### config.mk
export PLATFORM = sky130hd
export DESIGN_NAME = vwbd_ctrl
export DESIGN_NICKNAME = d
export VERILOG_FILES = /design/src/sv/vwbd_pkg.sv /design/src/sv/vwbd_ctrl.sv
export SDC_FILE = /design/constraint.sdc
export NUM_CORES = 1
export LEC_CHECK = 0
export ABC_AREA = 1
export BUFFER_PORTS_ARGS = -buffer_cell sky130_fd_sc_hd__buf_2
export CAP_MARGIN = 20
export CORE_AREA = 4 4 41 43
export CTS_CLUSTER_DIAMETER = 60
export DETAILED_ROUTE_END_ITERATION = 7
export DIE_AREA = 0 0 45 47
export PLACE_DENSITY = 0.4
export SLEW_MARGIN = 30
export SYNTH_ARGS = -nofsm -noshare
export SYNTH_HDL_FRONTEND = slang
export SYNTH_SLANG_ARGS = --single-unit
### constraint.sdc
create_clock -name i_clk -period 1.7 [get_ports i_clk]
set_clock_uncertainty 0.1 [all_clocks]
set_input_delay 0.17 -clock i_clk [delete_from_list [all_inputs] [get_ports i_clk]]
set_output_delay 0.17 -clock i_clk [all_outputs]
set_load 0.02 [all_outputs]
### src/sv/vwbd_pkg.sv
// Shared types and constants for the vertex weld block.
`timescale 1ns / 1ps

package vwbd_pkg;

    // Field widths
    localparam int COORD_W    = 16;
    localparam int POS_W      = 3 * COORD_W;
    localparam int TEX_W      = 2 * COORD_W;
    localparam int IN_DATA_W  = POS_W + TEX_W;
    localparam int OUT_IDX_W  = 10;
    localparam int OUT_DATA_W = 16;
    localparam int POS_LIM_W  = 34;
    localparam int UV_LIM_W   = 33;
    localparam int CFG_IDX_W  = 2;
    localparam int CFG_DATA_W = 34;

    // Register indexes on the configuration channel
    localparam logic [CFG_IDX_W-1:0] REG_POS_LIM = 2'd0;
    localparam logic [CFG_IDX_W-1:0] REG_UV_LIM  = 2'd1;

    // Controller to datapath
    typedef struct packed {
        logic accept;  // latch a new vertex, start its scan
        logic issue;   // send the next earlier index into the compare pipeline
        logic finish;  // commit the vertex and load the output register
    } t_cmd;

    // Datapath to controller
    typedef struct packed {
        logic scan_end;   // every earlier index issued, or store full
        logic pipe_busy;  // compare pipeline still holds candidates
        logic out_free;   // output register can take a result this cycle
    } t_sts;

endpackage

### src/sv/vwbd_ctrl.sv
// Sequencing state machine for the vertex weld block.
`timescale 1ns / 1ps

module vwbd_ctrl
    import vwbd_pkg::*;
(
    input  logic i_clk,
    input  logic i_rst_n,
    input  logic i_in_valid,
    output logic o_in_ready,
    input  t_sts i_sts,
    output t_cmd o_cmd
);

    localparam logic [1:0] ST_IDLE  = 2'd0;
    localparam logic [1:0] ST_SCAN  = 2'd1;
    localparam logic [1:0] ST_DRAIN = 2'd2;
    localparam logic [1:0] ST_DONE  = 2'd3;

    logic [1:0] r_state;
    logic [1:0] n_state;

    assign o_in_ready = (r_state == ST_IDLE);

    always_comb begin
        n_state      = r_state;
        o_cmd.accept = 1'b0;
        o_cmd.issue  = 1'b0;
        o_cmd.finish = 1'b0;
        case (r_state)
            ST_IDLE: begin
                if (i_in_valid) begin
                    o_cmd.accept = 1'b1;
                    n_state      = ST_SCAN;
                end
            end
            ST_SCAN: begin
                if (i_sts.scan_end) begin
                    n_state = ST_DRAIN;
                end else begin
                    o_cmd.issue = 1'b1;
                end
            end
            ST_DRAIN: begin
                if (!i_sts.pipe_busy) begin
                    n_state = ST_DONE;
                end
            end
            ST_DONE: begin
                if (i_sts.out_free) begin
                    o_cmd.finish = 1'b1;
                    n_state      = ST_IDLE;
                end
            end
            default: begin
                n_state = ST_IDLE;
            end
        endcase
    end

    always_ff @(posedge i_clk) begin
        if (!i_rst_n) begin
            r_state <= ST_IDLE;
        end else begin
            r_state <= n_state;
        end
    end

endmodule

==> impl_metrics.csv <==
group,metric,value,unit
layout,final_nets,59,
sta,finalSetupViolCount,0,
sta,tightestPinTransition,144,ps
global_routing,grt_pass1_vias,205,
route,vias_per_cell,3.48,
route,drc_errors,0,
logic_synthesis,async_flop_share,0,
pwr,p_leak,0.206,nW
pwr,ir_drop,0.402,mV
sta,hold_viol,0,
critical_path,r2r_setup_slack,380,ps
sta,fin_crit,1450,ps
sta,fin_crit_sh,0.852,
sta,rsz0062_at_grt,"false",
critical_path,r2r-start,"r_state[0]",
floorplan,rows,13,
route,wl_per_cell,6.67,µm
sta,slew_headroom,0.904,
critical_path,startpoint,"r_state[0]",
critical_path,cp_max_fo,4,
critical_path,rr_endpoint,"r_state[1]",
floorplan,floorplan.initialDensity,0.172,
min_path,hold_class,"primary input to register",
cts,cts_hold_buf,0,
pwr,power_density,1470,nW/µm²
logic_synthesis,ys.warnings.count,0,
route,drt_iter0_drc,0,
logic_synthesis,post-synth-top-count-cell,"inv_1",
floorplan,ios,10,
sta,final_max_slew_viol_count,0,
layout,largest_reg_flops,2,
floorplan,dieHeight,47,µm
sta,timing.fmax,0.690,GHz
cts,cts_root_buf,"clkbuf_4",
critical_path,cpPeakStageDelay,370,ps
critical_path,crit_required,1430,ps
critical_path,cp_top_family,"flip-flops",
layout,nFillCells,162,
layout,area_growth,38.5,%
cts,clock-sinks,2,
placement,place.gp.congestion,0.632,
cts,numCtsBuffers,3,
logic_synthesis,ys_seq_area_frac,0.179,
layout,multi_input_area,150,µm²
global_routing,track_usage,0.0521,
outcome,outcome,"completed",
critical_path,cp-endpoint,"o_cmd[2]",
critical_path,critPathKind,"register to output port",
sta,totalNegativeSetupSlack,0,ps
floorplan,die-area,2120,µm²
critical_path,cp.depth,5,
min_path,hold_depth,3,
floorplan,coreArea,1300,µm²
layout,stdcell_area,310,µm²
cts,clock_latency,220,ps
route,antenna_left,0,
cts,htreeDepth,1,
critical_path,worst_r2r_path_depth,8,
logic_synthesis,synth_nets,45,
logic_synthesis,syn_avg_cell_area,6.59,µm²
critical_path,worstPathArrival,1180,ps
global_routing,grt_pass1_wl,765,µm
route,firstDrtPassIters,1,
logic_synthesis,yosys-top-cells-area,"ha_1 (28%), dfxtp_1 (18%), inv_1 (15%)",
job,maxCapViolations,0,
logic_synthesis,syn_inst,34,
logic_synthesis,synth_edf_count,0,
global_routing,antenna_found_initial,0,
critical_path,crit_top_cell,"inv_1",
logic_synthesis,synth_common_cells,"inv_1 (9), nand2_1 (7), ha_1 (5), nand2_2 (5), nor2_1 (5)",
logic_synthesis,syn_area,224,µm²
route,wl,407,µm
critical_path,cp_slowest_cell,"dfxtp_1",
cts,tritoncts,"done",
global_routing,grt_max_degree,5,
logic_synthesis,synth_top_area_share,0.279,
critical_path,worst_setup_path_start_kind,"register",
layout,register_area,40.0,µm²
critical_path,path_cells,"inv_1 > ha_1 > nand2_1 > inv_1 > buf_2",
logic_synthesis,synth_flop_cell,"dfxtp_1",
logic_synthesis,yosys.area.top_type,"ha_1",
critical_path,cp-end-kind,"output port",
layout,antennaDiodeCount,0,
layout,top_regs,"r_state (2)",
placement,portBuffers,9,
critical_path,crit_buf_inv,3,
cts,clk_pin_slew,30,ps
layout,drive_gt1_frac,0.391,
logic_synthesis,synthDistinctLibCells,7,
floorplan,die_x,45,µm
cts,cts_setup_buffers,0,
layout,top_register,"r_state",
global_routing,grt-ovfl-total,0,
logic_synthesis,ys_ff_latch,2,
cts,cts_max_path_buffers,2,
placement,dpl_cell_area,288,µm²
cts,cts_resized,0,
route,dr_total_vias,212,
[routing by layer]
metal	part of all wire	vias up	GRT usage	routed length, µm
met2	0.51	5	0.0763	206
met5	0	-	0	0
met3	0.064	0	0.0345	26
met1	0.43	87	0.0543	174
li1	-	120	-	-
met4	0	0	0.0351	0
[final cells by class]
cell class,count,area share
Multi-Input combinational cell,23,0.484
Sequential cell,2,0.129
Inverter,9,0.109
Tap cell,15,0.0605
Timing Repair Buffer,9,0.145
Clock buffer,3,0.0726
[tightest hold or removal path, cell delays in order]
cell and delay, ps:
buf_2 100, nand2_1 60, nor2_1 30
[worst min-delay path by stage]
stage	slack (ps)	to	start
3_5_place_dp	320	r_state[0]	i_rst_n
4_1_cts	80	r_state[0]	i_rst_n
2_1_floorplan	190	r_state[1]	i_rst_n
6_report	90	r_state[0]	i_rst_n
3_3_place_gp	320	r_state[1]	i_rst_n
5_1_grt	100	r_state[1]	i_rst_n
[logic make-up (layout without fill, tap and decap cells)]
| kind of cell | Yosys count | count (layout) | synth area share |
|---|---|---|---|
| fa+ha+maj | 5 | 5 | 0.279 |
| simple gates | 18 | 18 | 0.391 |
| buf+inv | 9 | 21 | 0.151 |
| flops | 2 | 2 | 0.179 |
[metrics by stage]
step / power (mW) / setup slack (ps) / instances / hold WS (ps) / util
floorplan: 0.300 / 381 / 34 / 190 / -
global placement: 0.361 / 383 / 58 / 315 / 0.221
detailed placement: 0.365 / 370 / 58 / 320 / 0.221
CTS: 0.473 / 228 / 61 / 82.6 / 0.238
global route: 0.518 / 182 / 61 / 99.8 / 0.238
finish: 0.456 / 251 / 61 / 91.8 / 0.238
[cells in the final DEF (no fill, tap or decap)]
cell      Yosys  routed
nor2_1        5       5
ha_1          5       5
nand2_2       5       5
dfxtp_1       2       2
clkbuf_4      0       3
nand2_1       7       7
nor2_4        1       1
buf_2         0       9
inv_1         9       9
[power breakdown]
part           internal (mW)  total, mW  switching [mW]  leakage (nW)
logic                  0.103      0.267           0.165         0.175
clock network         0.0776      0.102          0.0241        0.0138
registers             0.0668     0.0868          0.0200        0.0167
total                  0.247      0.456           0.209         0.206
Power figures use the tool's default switching activity.
